**config.mk**
```make
export PLATFORM = sky130hd
export DESIGN_NAME = rsync_greeting_detector
export DESIGN_NICKNAME = d
export VERILOG_FILES = /design/src/rtl/rgd_pkg.sv /design/src/rtl/rgd_front.sv /design/src/rtl/rgd_cmd_queue.sv /design/src/rtl/rgd_back.sv /design/src/rtl/rsync_greeting_detector.sv
export SDC_FILE = /design/constraint.sdc
export NUM_CORES = 1
export LEC_CHECK = 0
export BUFFER_PORTS_ARGS = -buffer_cell sky130_fd_sc_hd__buf_2
export CORE_AREA = 2 2 117 74
export DETAILED_ROUTE_END_ITERATION = 16
export DIE_AREA = 0 0 119 76
export PLACE_DENSITY = 0.57
export SLEW_MARGIN = 40
export SYNTH_ARGS = -nofsm -noshare
export SYNTH_HDL_FRONTEND = slang
export SYNTH_HIERARCHICAL = 1
export SYNTH_SLANG_ARGS = --single-unit
```
**constraint.sdc**
```tcl
create_clock -name clock -period 2.46 [get_ports clock]
set_clock_uncertainty 0.2 [all_clocks]
set_input_delay 0.492 -clock clock [delete_from_list [all_inputs] [get_ports clock]]
set_output_delay 0.492 -clock clock [all_outputs]
set_load 0.01 [all_outputs]
```
**src/rtl/rgd_pkg.sv**
```systemverilog
// ----------------------------------------------------------------------------
// rgd_pkg
// Shared types and constants of the rsync greeting detector: queue sizes,
// verdict codes and the classified item that flows from front to back.
// ----------------------------------------------------------------------------
package rgd_pkg;

   // command queue between front and back (depth must be a power of two)
   localparam int CMD_DEPTH = 4;
   localparam int CMD_PTR_W = $clog2(CMD_DEPTH);
   localparam int CMD_CNT_W = $clog2(CMD_DEPTH + 1);

   // result queue inside the back end (depth must be a power of two)
   localparam int RSP_DEPTH = 2;
   localparam int RSP_PTR_W = (RSP_DEPTH > 1) ? $clog2(RSP_DEPTH) : 1;
   localparam int RSP_CNT_W = $clog2(RSP_DEPTH + 1);

   localparam int VERDICT_W = 2;
   localparam logic [VERDICT_W-1:0] VERDICT_IN_PROCESS = 2'd0;
   localparam logic [VERDICT_W-1:0] VERDICT_MATCH      = 2'd1;
   localparam logic [VERDICT_W-1:0] VERDICT_NO_MATCH   = 2'd2;

   // one item after classification by the front end
   typedef struct packed {
      logic empty;       // zero-length packet
      logic last;        // final byte of the packet
      logic resp;        // packet travels from responder
      logic pre_ok;      // byte matches the greeting prefix, or lies past it
      logic ver_ok;      // byte is a version char, or lies inside the prefix
      logic text_ok;     // printable or whitespace
      logic line_end;    // byte is 0x0a
      logic long_enough; // byte position is at least 8
   } cmd_type;

   // between command queue and back end
   typedef struct packed {
      logic    valid;
      cmd_type cmd;
   } cmd_head_type;

endpackage

```
**src/rtl/rgd_front.sv**
```systemverilog
// ----------------------------------------------------------------------------
// rgd_front
// Accepts payload bytes, tracks the byte position within the packet and
// classifies every byte against the greeting and text character checks.
// ----------------------------------------------------------------------------
module rgd_front (
   input  logic              clock,
   input  logic              reset,
   input  logic              accept,
   input  logic [7:0]        data_byte,
   input  logic              last_in_packet,
   input  logic              from_responder,
   input  logic              packet_empty,
   output rgd_pkg::cmd_type  cmd
);

   localparam logic [3:0] PREFIX_LEN = 4'd9;
   localparam logic [3:0] POS_MAX    = 4'd10;
   localparam logic [7:0] LINE_END   = 8'h0A;

   logic [3:0] pos_ff;
   logic [3:0] pos_in;

   function automatic logic [7:0] prefix_char(input logic [3:0] idx);
      logic [7:0] c;
      case (idx)
         4'd0:    c = "@";
         4'd1:    c = "R";
         4'd2:    c = "S";
         4'd3:    c = "Y";
         4'd4:    c = "N";
         4'd5:    c = "C";
         4'd6:    c = "D";
         4'd7:    c = ":";
         4'd8:    c = " ";
         default: c = 8'h00;
      endcase
      return c;
   endfunction

   function automatic logic is_version_char(input logic [7:0] c);
      return ((c >= "0") && (c <= "9")) || (c == ".");
   endfunction

   function automatic logic is_text_char(input logic [7:0] c);
      return ((c >= 8'h20) && (c <= 8'h7E)) || ((c >= 8'h09) && (c <= 8'h0D));
   endfunction

   always_comb begin
      cmd.empty       = packet_empty;
      cmd.last        = last_in_packet;
      cmd.resp        = from_responder;
      cmd.pre_ok      = (pos_ff >= PREFIX_LEN) || (data_byte == prefix_char(pos_ff));
      cmd.ver_ok      = (pos_ff < PREFIX_LEN) || is_version_char(data_byte);
      cmd.text_ok     = is_text_char(data_byte);
      cmd.line_end    = (data_byte == LINE_END);
      cmd.long_enough = (pos_ff >= (PREFIX_LEN - 4'd1));
   end

   // empty packets leave the position alone
   always_comb begin
      pos_in = pos_ff;
      if (accept && !packet_empty) begin
         if (last_in_packet) begin
            pos_in = 4'd0;
         end else if (pos_ff < POS_MAX) begin
            pos_in = pos_ff + 4'd1;
         end
      end
   end

   always_ff @(posedge clock) begin
      if (reset) begin
         pos_ff <= 4'd0;
      end else begin
         pos_ff <= pos_in;
      end
   end

endmodule

```
**src/rtl/rgd_cmd_queue.sv**
```systemverilog
// ----------------------------------------------------------------------------
// rgd_cmd_queue
// Small queue of classified items between the front and the back end.
// ----------------------------------------------------------------------------
module rgd_cmd_queue (
   input  logic                  clock,
   input  logic                  reset,
   input  logic                  push,
   input  rgd_pkg::cmd_type      push_cmd,
   output logic                  full,
   input  logic                  pop,
   output rgd_pkg::cmd_head_type head
);

   rgd_pkg::cmd_type                 entry_ff [rgd_pkg::CMD_DEPTH];
   logic [rgd_pkg::CMD_PTR_W-1:0]    wr_ptr_ff;
   logic [rgd_pkg::CMD_PTR_W-1:0]    wr_ptr_in;
   logic [rgd_pkg::CMD_PTR_W-1:0]    rd_ptr_ff;
   logic [rgd_pkg::CMD_PTR_W-1:0]    rd_ptr_in;
   logic [rgd_pkg::CMD_CNT_W-1:0]    count_ff;
   logic [rgd_pkg::CMD_CNT_W-1:0]    count_in;
   logic                             do_pop;

   assign full       = (count_ff == rgd_pkg::CMD_CNT_W'(rgd_pkg::CMD_DEPTH));
   assign head.valid = (count_ff != '0);
   assign head.cmd   = entry_ff[rd_ptr_ff];
   assign do_pop     = pop && head.valid;

   always_comb begin
      wr_ptr_in = push ? wr_ptr_ff + rgd_pkg::CMD_PTR_W'(1) : wr_ptr_ff;
      rd_ptr_in = do_pop ? rd_ptr_ff + rgd_pkg::CMD_PTR_W'(1) : rd_ptr_ff;
      count_in  = count_ff;
      if (push && !do_pop) begin
         count_in = count_ff + rgd_pkg::CMD_CNT_W'(1);
      end else if (!push && do_pop) begin
         count_in = count_ff - rgd_pkg::CMD_CNT_W'(1);
      end
   end

   always_ff @(posedge clock) begin
      if (push) begin
         entry_ff[wr_ptr_ff] <= push_cmd;
      end
   end

   always_ff @(posedge clock) begin
      if (reset) begin
         wr_ptr_ff <= '0;
         rd_ptr_ff <= '0;
         count_ff  <= '0;
      end else begin
         wr_ptr_ff <= wr_ptr_in;
         rd_ptr_ff <= rd_ptr_in;
         count_ff  <= count_in;
      end
   end

endmodule

```
**src/rtl/rgd_back.sv**
```systemverilog
// ----------------------------------------------------------------------------
// rgd_back
// Carries out classified items: keeps the flow phase and the per-packet check
// flags, decides the verdict at packet end or empty packet, queues the result.
// ----------------------------------------------------------------------------
module rgd_back (
   input  logic                            clock,
   input  logic                            reset,
   input  rgd_pkg::cmd_head_type           head,
   output logic                            cmd_pop,
   output logic                            rsp_empty,
   input  logic                            rsp_pop,
   output logic [rgd_pkg::VERDICT_W-1:0]   rsp_verdict
);

   typedef enum logic [1:0] {
      PH_GREETING = 2'd0,
      PH_MOTD     = 2'd1,
      PH_DONE     = 2'd2
   } phase_type;

   phase_type                         phase_ff;
   phase_type                         phase_in;
   logic                              prefix_good_ff;
   logic                              prefix_good_in;
   logic                              chars_good_ff;
   logic                              chars_good_in;

   logic [rgd_pkg::VERDICT_W-1:0]     rq_ff [rgd_pkg::RSP_DEPTH];
   logic [rgd_pkg::RSP_PTR_W-1:0]     rq_wr_ff;
   logic [rgd_pkg::RSP_PTR_W-1:0]     rq_wr_in;
   logic [rgd_pkg::RSP_PTR_W-1:0]     rq_rd_ff;
   logic [rgd_pkg::RSP_PTR_W-1:0]     rq_rd_in;
   logic [rgd_pkg::RSP_CNT_W-1:0]     rq_cnt_ff;
   logic [rgd_pkg::RSP_CNT_W-1:0]     rq_cnt_in;

   rgd_pkg::cmd_type                  c;
   logic                              room;
   logic                              out_take;
   logic                              res_push;
   logic [rgd_pkg::VERDICT_W-1:0]     res_verdict;
   logic                              pre;

   assign c           = head.cmd;
   assign rsp_empty   = (rq_cnt_ff == '0);
   assign rsp_verdict = rq_ff[rq_rd_ff];
   assign out_take    = rsp_pop && !rsp_empty;
   assign room        = (rq_cnt_ff != rgd_pkg::RSP_CNT_W'(rgd_pkg::RSP_DEPTH)) || out_take;
   assign cmd_pop     = head.valid && room;
   assign pre         = prefix_good_ff && c.pre_ok;

   always_comb begin
      phase_in       = phase_ff;
      prefix_good_in = prefix_good_ff;
      chars_good_in  = chars_good_ff;
      res_push       = 1'b0;
      res_verdict    = rgd_pkg::VERDICT_IN_PROCESS;
      if (cmd_pop) begin
         if (c.empty) begin
            res_push = 1'b1;
         end else if (!c.last) begin
            prefix_good_in = pre;
            if (phase_ff == PH_GREETING) begin
               chars_good_in = chars_good_ff && c.ver_ok;
            end else begin
               chars_good_in = chars_good_ff && c.text_ok;
            end
         end else begin
            res_push       = 1'b1;
            prefix_good_in = 1'b1;
            chars_good_in  = 1'b1;
            if (c.resp) begin
               case (phase_ff)
                  PH_GREETING: begin
                     if (c.long_enough && pre && chars_good_ff && c.line_end) begin
                        phase_in = PH_MOTD;
                     end else begin
                        res_verdict = rgd_pkg::VERDICT_NO_MATCH;
                     end
                  end
                  PH_MOTD: begin
                     if (chars_good_ff && c.line_end) begin
                        phase_in    = PH_DONE;
                        res_verdict = rgd_pkg::VERDICT_MATCH;
                     end else begin
                        res_verdict = rgd_pkg::VERDICT_NO_MATCH;
                     end
                  end
                  default: begin
                     res_verdict = rgd_pkg::VERDICT_NO_MATCH;
                  end
               endcase
            end
         end
      end
   end

   always_comb begin
      rq_wr_in  = res_push ? rq_wr_ff + rgd_pkg::RSP_PTR_W'(1) : rq_wr_ff;
      rq_rd_in  = out_take ? rq_rd_ff + rgd_pkg::RSP_PTR_W'(1) : rq_rd_ff;
      rq_cnt_in = rq_cnt_ff;
      if (res_push && !out_take) begin
         rq_cnt_in = rq_cnt_ff + rgd_pkg::RSP_CNT_W'(1);
      end else if (!res_push && out_take) begin
         rq_cnt_in = rq_cnt_ff - rgd_pkg::RSP_CNT_W'(1);
      end
   end

   always_ff @(posedge clock) begin
      if (reset) begin
         phase_ff       <= PH_GREETING;
         prefix_good_ff <= 1'b1;
         chars_good_ff  <= 1'b1;
         rq_wr_ff       <= '0;
         rq_rd_ff       <= '0;
         rq_cnt_ff      <= '0;
      end else begin
         phase_ff       <= phase_in;
         prefix_good_ff <= prefix_good_in;
         chars_good_ff  <= chars_good_in;
         rq_wr_ff       <= rq_wr_in;
         rq_rd_ff       <= rq_rd_in;
         rq_cnt_ff      <= rq_cnt_in;
      end
      if (res_push) begin
         rq_ff[rq_wr_ff] <= res_verdict;
      end
   end

endmodule

```
**src/rtl/rsync_greeting_detector.sv**
```systemverilog
// ----------------------------------------------------------------------------
// rsync_greeting_detector
// Classifies one TCP flow as rsync from its payload bytes.
// ----------------------------------------------------------------------------
// Takes one payload byte per clock while req_full is low and gives one verdict
// for every packet end or empty packet (0 in process, 1 rsync matched, 2 no
// match). The front end classifies each byte as it is accepted and writes it
// into a 4-entry command queue; the back end takes one entry per clock while
// its 2-entry result queue has room, keeps the flow phase and writes verdicts
// into that queue, from which they show on rsp_verdict. full rises only when
// both queues have filled because results are not being popped.
// ----------------------------------------------------------------------------
module rsync_greeting_detector (
   input  logic                            clock,
   input  logic                            reset,
   input  logic                            req_push,
   output logic                            req_full,
   input  logic [7:0]                      req_data_byte,
   input  logic                            req_last_in_packet,
   input  logic                            req_from_responder,
   input  logic                            req_packet_empty,
   output logic                            rsp_empty,
   input  logic                            rsp_pop,
   output logic [rgd_pkg::VERDICT_W-1:0]   rsp_verdict
);

   logic                  accept;
   rgd_pkg::cmd_type      cmd;
   rgd_pkg::cmd_head_type head;
   logic                  cmd_pop;

   assign accept = req_push && !req_full;

   rgd_front u_front (
      .clock          (clock),
      .reset          (reset),
      .accept         (accept),
      .data_byte      (req_data_byte),
      .last_in_packet (req_last_in_packet),
      .from_responder (req_from_responder),
      .packet_empty   (req_packet_empty),
      .cmd            (cmd)
   );

   rgd_cmd_queue u_cmd_queue (
      .clock    (clock),
      .reset    (reset),
      .push     (accept),
      .push_cmd (cmd),
      .full     (req_full),
      .pop      (cmd_pop),
      .head     (head)
   );

   rgd_back u_back (
      .clock       (clock),
      .reset       (reset),
      .head        (head),
      .cmd_pop     (cmd_pop),
      .rsp_empty   (rsp_empty),
      .rsp_pop     (rsp_pop),
      .rsp_verdict (rsp_verdict)
   );

endmodule

```
Word level (Yosys, flattened, before mapping)
Memories as Yosys holds them, arrays and structs flattened. A register that Yosys moved wholly into a read port is not among the register bits.
Cells that the tools add are included.
Widths: inputs -> output; s select.

word-level totals
  register bits after elaboration = 19
  memory bits (writable) = 36
  memory bits (read-only) = 112
  memories kept = 3

operators by class
  add/sub/neg operators = 9
  magnitude comparators = 10
  equality and inequality tests = 8
  muxes and demuxes = 32
  bitwise logic cells = 1
  reductions and logical operators = 41

memories
  memory                depth  width  read ports  clocked after memory_dff  wr ports  RTL line             text
  (no name shown)       16     7      1           1                         0         rgd_front.sv:26      case (idx)
  u_cmd_queue.entry_ff  4      8      1           1                         1         rgd_cmd_queue.sv:15  rgd_pkg::cmd_type entry_ff [rgd_pkg::CMD_DEPTH];
  u_back.rq_ff          2      2      1           1                         1         rgd_back.sv:29       logic [rgd_pkg::VERDICT_W-1:0] rq_ff [rgd_pkg::RSP_DEPTH];

operator list
  kind                 count
  $mux 2               12
  $logic_and 1x1->1    19
  $ge 8x6->1 const B   2
  $mux 4               4
  $mux 1               12
  $eq 8x4->1 const B   1
  $eq 8x6->1 const B   1
  $eq 8x8->1           1
  $ge 4x4->1 const B   2
  $ge 8x4->1 const B   1
  $le 8x4->1 const B   1
  $le 8x6->1 const B   1
  $le 8x7->1 const B   1
  $lt 4x4->1 const B   2
  $pmux 2 s2           2
  $reduce_bool 2->1    4
  $logic_not 1->1      7
  $reduce_and 7->1     1
  $add 2x1->2 const B  3
  $mux 3               2
  $logic_or 1x1->1     5
  $add 4x1->4 const B  1
  $logic_not 2->1      2
  $ne 2x2->1 const B   2
  other kinds (10)     12

Longest topological paths before layout
  depth in word-level cells = 10
  gate-level depth with buffers = 11
  depth with buffers taken out = 11

By module
The synthesis kept the hierarchy.

by module, submodules not included
  module                   times used  cells each  area each (µm²)  sequential area each (µm²)
  rgd_cmd_queue            1           86          1619.1           1141.1
  rgd_front                1           92          803.3            220.2
  rgd_back                 1           59          599.3            300.3
  rsync_greeting_detector  1           1           13.8             0.0

Worst setup path after synthesis
OpenSTA, ideal clock, no wires.

  path kind = reg-to-reg
  start point = register u_cmd_queue/count_ff[2] (netlist name)
  end point = register (tool-made name)
  arrival time = 2320 ps
  required time = 2165 ps
  slack = -155 ps
  cell stages (with the launch flop) = 10
  period minus slack after synthesis = 2615 ps
  cells stage by stage = dfxtp_1 nor3b_1 nor2b_4 nor2b_1 a21o_1 nor2_1 inv_1 ha_1 inv_1 a221oi_1

RTL lines
  element                 RTL line             text
  from (decl)             rgd_cmd_queue.sv:20  logic [rgd_pkg::CMD_CNT_W-1:0] count_ff;
  from (signal assigned)  rgd_cmd_queue.sv:54  count_ff <= count_in;

==> results.env <==
WIRE_LENGTH_OF_THE_FIRST_GLOBAL_ROUTING_PASS_UM=9321
WORSTPATHARRIVAL_NS=2.47
MAX-CAP-VIOLATIONS=0
CLOCK_PATH_BUFFERS=2
WL_MET1_UM=3002
P_LEAK_nW=1.443
INITIAL_CORE_UTIL_PCT=37.47
MAX_SLEW.WORST_PIN.SLEW_NS=0.4511
FP-ROW-COUNT=26
CRITPATHKIND='reg2reg'
CTS-ROOT-BUF='clkbuf_16'
ANTENNA_CELLS_INSERTED=0
CLOCK_TREE.HTREE_LEVEL_COUNT=3
DRIVE_ABOVE_1_SHARE_PCT=32.76
DIE_H_UM=76
VDD.IR_DROP.WORST_mV=0.4814
HP-CLASS='in2reg'
DRT-INITIAL-DRC-COUNT=90
MET3_WIRELENGTH_UM=197
CRIT_PATH_END_KIND='flip-flop'
GRT_UTIL_ALL_LAYERS_PCT=13.26
FIRST_GLOBAL_VIAS=1893
ANTENNA_VIOLATIONS_BEFORE_REPAIR=0
SYN-NUM-NETS=267
POWER_DENSITY_mW_PER_MM2=1063
COREAREA_MM2=0.008100
DIE_X_UM=119
DETAILED_PLACE_HPWL_UM=4095
CLOCK_LATENCY_NS=0.32
AREA_OF_THE_DIE_MM2=0.009044
SYN2LAYOUT_AREA_GROWTH_PCT=24.65
POST_SYNTH_EDFFS=36
FINAL_HOLD_VIOL_COUNT=0
BOUNDARYPINS=19
SYNTH.LIB_CELLS_USED.DISTINCT=55
FINAL.SETUP.TNS_NS=0
FINAL-SETUP-VIOL-COUNT=0
ROUTE.MET2.WL_UM=2411
ROUTE.FINAL.WIRE_LENGTH_UM=5628
FINAL.PERIOD_UTILIZATION_PCT=98.30
PLACE.DETAILED.INSTANCES=385
FRACTION_OF_THE_YOSYS_AREA_TAKEN_BY_SEQUENTIAL_CELLS_PCT=54.74
MOSTFREQUENTLAYOUTCELL='edfxtp_1'
DRT_PRE_ANTENNA_ITERS=4
POST_SYNTH.CELL_AREA_AVG_UM2=12.75
FIN_CELLS=402
YS_ASYNC_SR_FRACTION_PCT=0
CTS_NUM_SINKS=65
FILL_CELLS=725
LARGEST_NET_DEGREE_AT_THE_START_OF_GLOBAL_ROUTING=20
MOST-COMMON-LAYOUT-CELLS='edfxtp_1, nor2_1, buf_4, dfxtp_1, buf_2'
REPORT.FINAL.SLEW_VIOL_COUNT=0
PORT_BUFFERS=18
FMAX_MHz=413.5
WORSTPATHREQUIRED_NS=2.51
WORST_SETUP_PATH_START_KIND='flip-flop'
CTS_TREE='built'
SYNTH.CELL_AREA_MM2=0.003035
WORST_REL_SLEW_SLACK_PCT=69.61
CRITICAL_PATH.MAX_FANOUT=3
ROUTED-VIA-COUNT=1877
GLOBAL_ROUTE.OVERFLOW_TOTAL=0
YOSYSWARNINGCOUNT=6
ROUTE.DETAILED.VIAS_PER_INST=4.669
MOST_FREQUENTLY_USED_FLOP_MASTER_AFTER_SYNTHESIS='edfxtp_1'
TRITONCTS.NUM_BUFFERS=9
GRT_SETUP_UNREPAIRED='yes'
POST_SYNTH_INST_COUNT=238
NET_COUNT_REPORTED_AT_FINISH=314
SYNTH.FF_LATCH_COUNT=65
ANT_NETS=0
RESULT_OF_THE_RUN='complete, no violations'
POWER_W=0.004022
AVG_WL_PER_CELL_UM=14.00
MIN_PERIOD_NS=2.418
DRT_DRC_VIOLATIONS_LEFT=0
ROUTABILITYCONGESTION=0.8234
TOP_LAYER_USED='met4'
CLKSLEWWORSTSETUPHOLDPATHS_NS=0.05
-- power by group --
group | total, W | switching, W | internal, W | leakage [nW]
registers | 0.00142 | 0.0000884 | 0.00133 | 0.565
logic | 0.00121 | 0.000593 | 0.000619 | 0.715
clock network | 0.00139 | 0.000424 | 0.000970 | 0.163
total | 0.00402 | 0.00110 | 0.00292 | 1.44
-- critical path, stage by stage (launching register included) --
cell and delay, ns:
dfxtp_2 0.34, or3_4 0.41, nand2_2 0.09, inv_2 0.05
o31ai_4 0.05, ha_2 0.23, inv_2 0.04, fa_2 0.33
xor2_1 0.17, or3_1 0.32, a21oi_2 0.12
-- synth_stat cells (all sizes together) (5+ instances only) --
cell type	count	share of area, %
edfxtp	36	36
dfxtp	29	19
nor2	27	3.3
inv	14	1.7
ha	13	5.4
xor2	11	3.2
o21ai	9	1.6
mux4	8	5.9
nand2	8	0.99
a21oi	7	1.5
xnor2	7	2.0
and2	6	1.3
buf	5	1.2
mux2i	5	1.6
-- per-stage QoR --
step	util (%)	hold slack, ns	setup WS, ns	instance area [µm²]
floorplan	-	0.2304	-0.001374	3057
global placement	42.28	0.2452	-0.1075	3425
detailed placement	42.28	0.2525	-0.1397	3425
CTS	46.40	0.1800	0.04564	3759
global route	46.71	0.1845	-0.06281	3784
finish	46.71	0.1943	0.04172	3784
-- timing repair --
action / 4_1_cts / 5_1_grt
hold buffers: 0 / 0
setup buffers: 0 / 1
resized for setup: 0 / 4
setup endpoints to repair: 0 / 4
-- worst paths after layout --
path,from,end,slack [ns],cells after the start
worst max-delay path,u_cmd_queue/count_ff[1],u_cmd_queue/count_ff[2],0.04,10
worst min-delay path,req_from_responder,u_cmd_queue/entry_ff[1][5],0.19,1
worst max register to register,u_cmd_queue/count_ff[1],u_cmd_queue/count_ff[2],0.04,10
worst min register to register,u_back/chars_good_ff,u_back/chars_good_ff,0.26,2
-- cell families (layout without fill, tap and decap cells) --
logic type / Yosys count / after routing / synth area share, %
simple gates: 71 / 71 / 13.56
flops: 65 / 65 / 54.74
compound gates: 32 / 32 / 8.410
buf+inv: 22 / 74 / 3.380
xor+xnor: 18 / 18 / 5.194
mux: 16 / 16 / 8.697
fa+ha+maj: 14 / 14 / 6.018
-- metal layers --
metal	vias to the layer above	global-route usage, %
met5	-	0
met4	0	3.571
met3	2	4.940
met2	23	18.91
met1	894	18.93
li1	958	-
-- final cells by class --
type / instances / area, µm² / share of cell area (%)
inverter: 14 / 52.55 / 1.389
tap: 112 / 140.1 / 3.704
clock buffer: 14 / 274.0 / 7.242
multi-input combinational: 151 / 1306 / 34.52
sequential: 65 / 1665 / 44.01
timing repair buffer: 44 / 285.3 / 7.540
clock inverter: 2 / 60.06 / 1.587
Power figures use the tool's default switching activity.
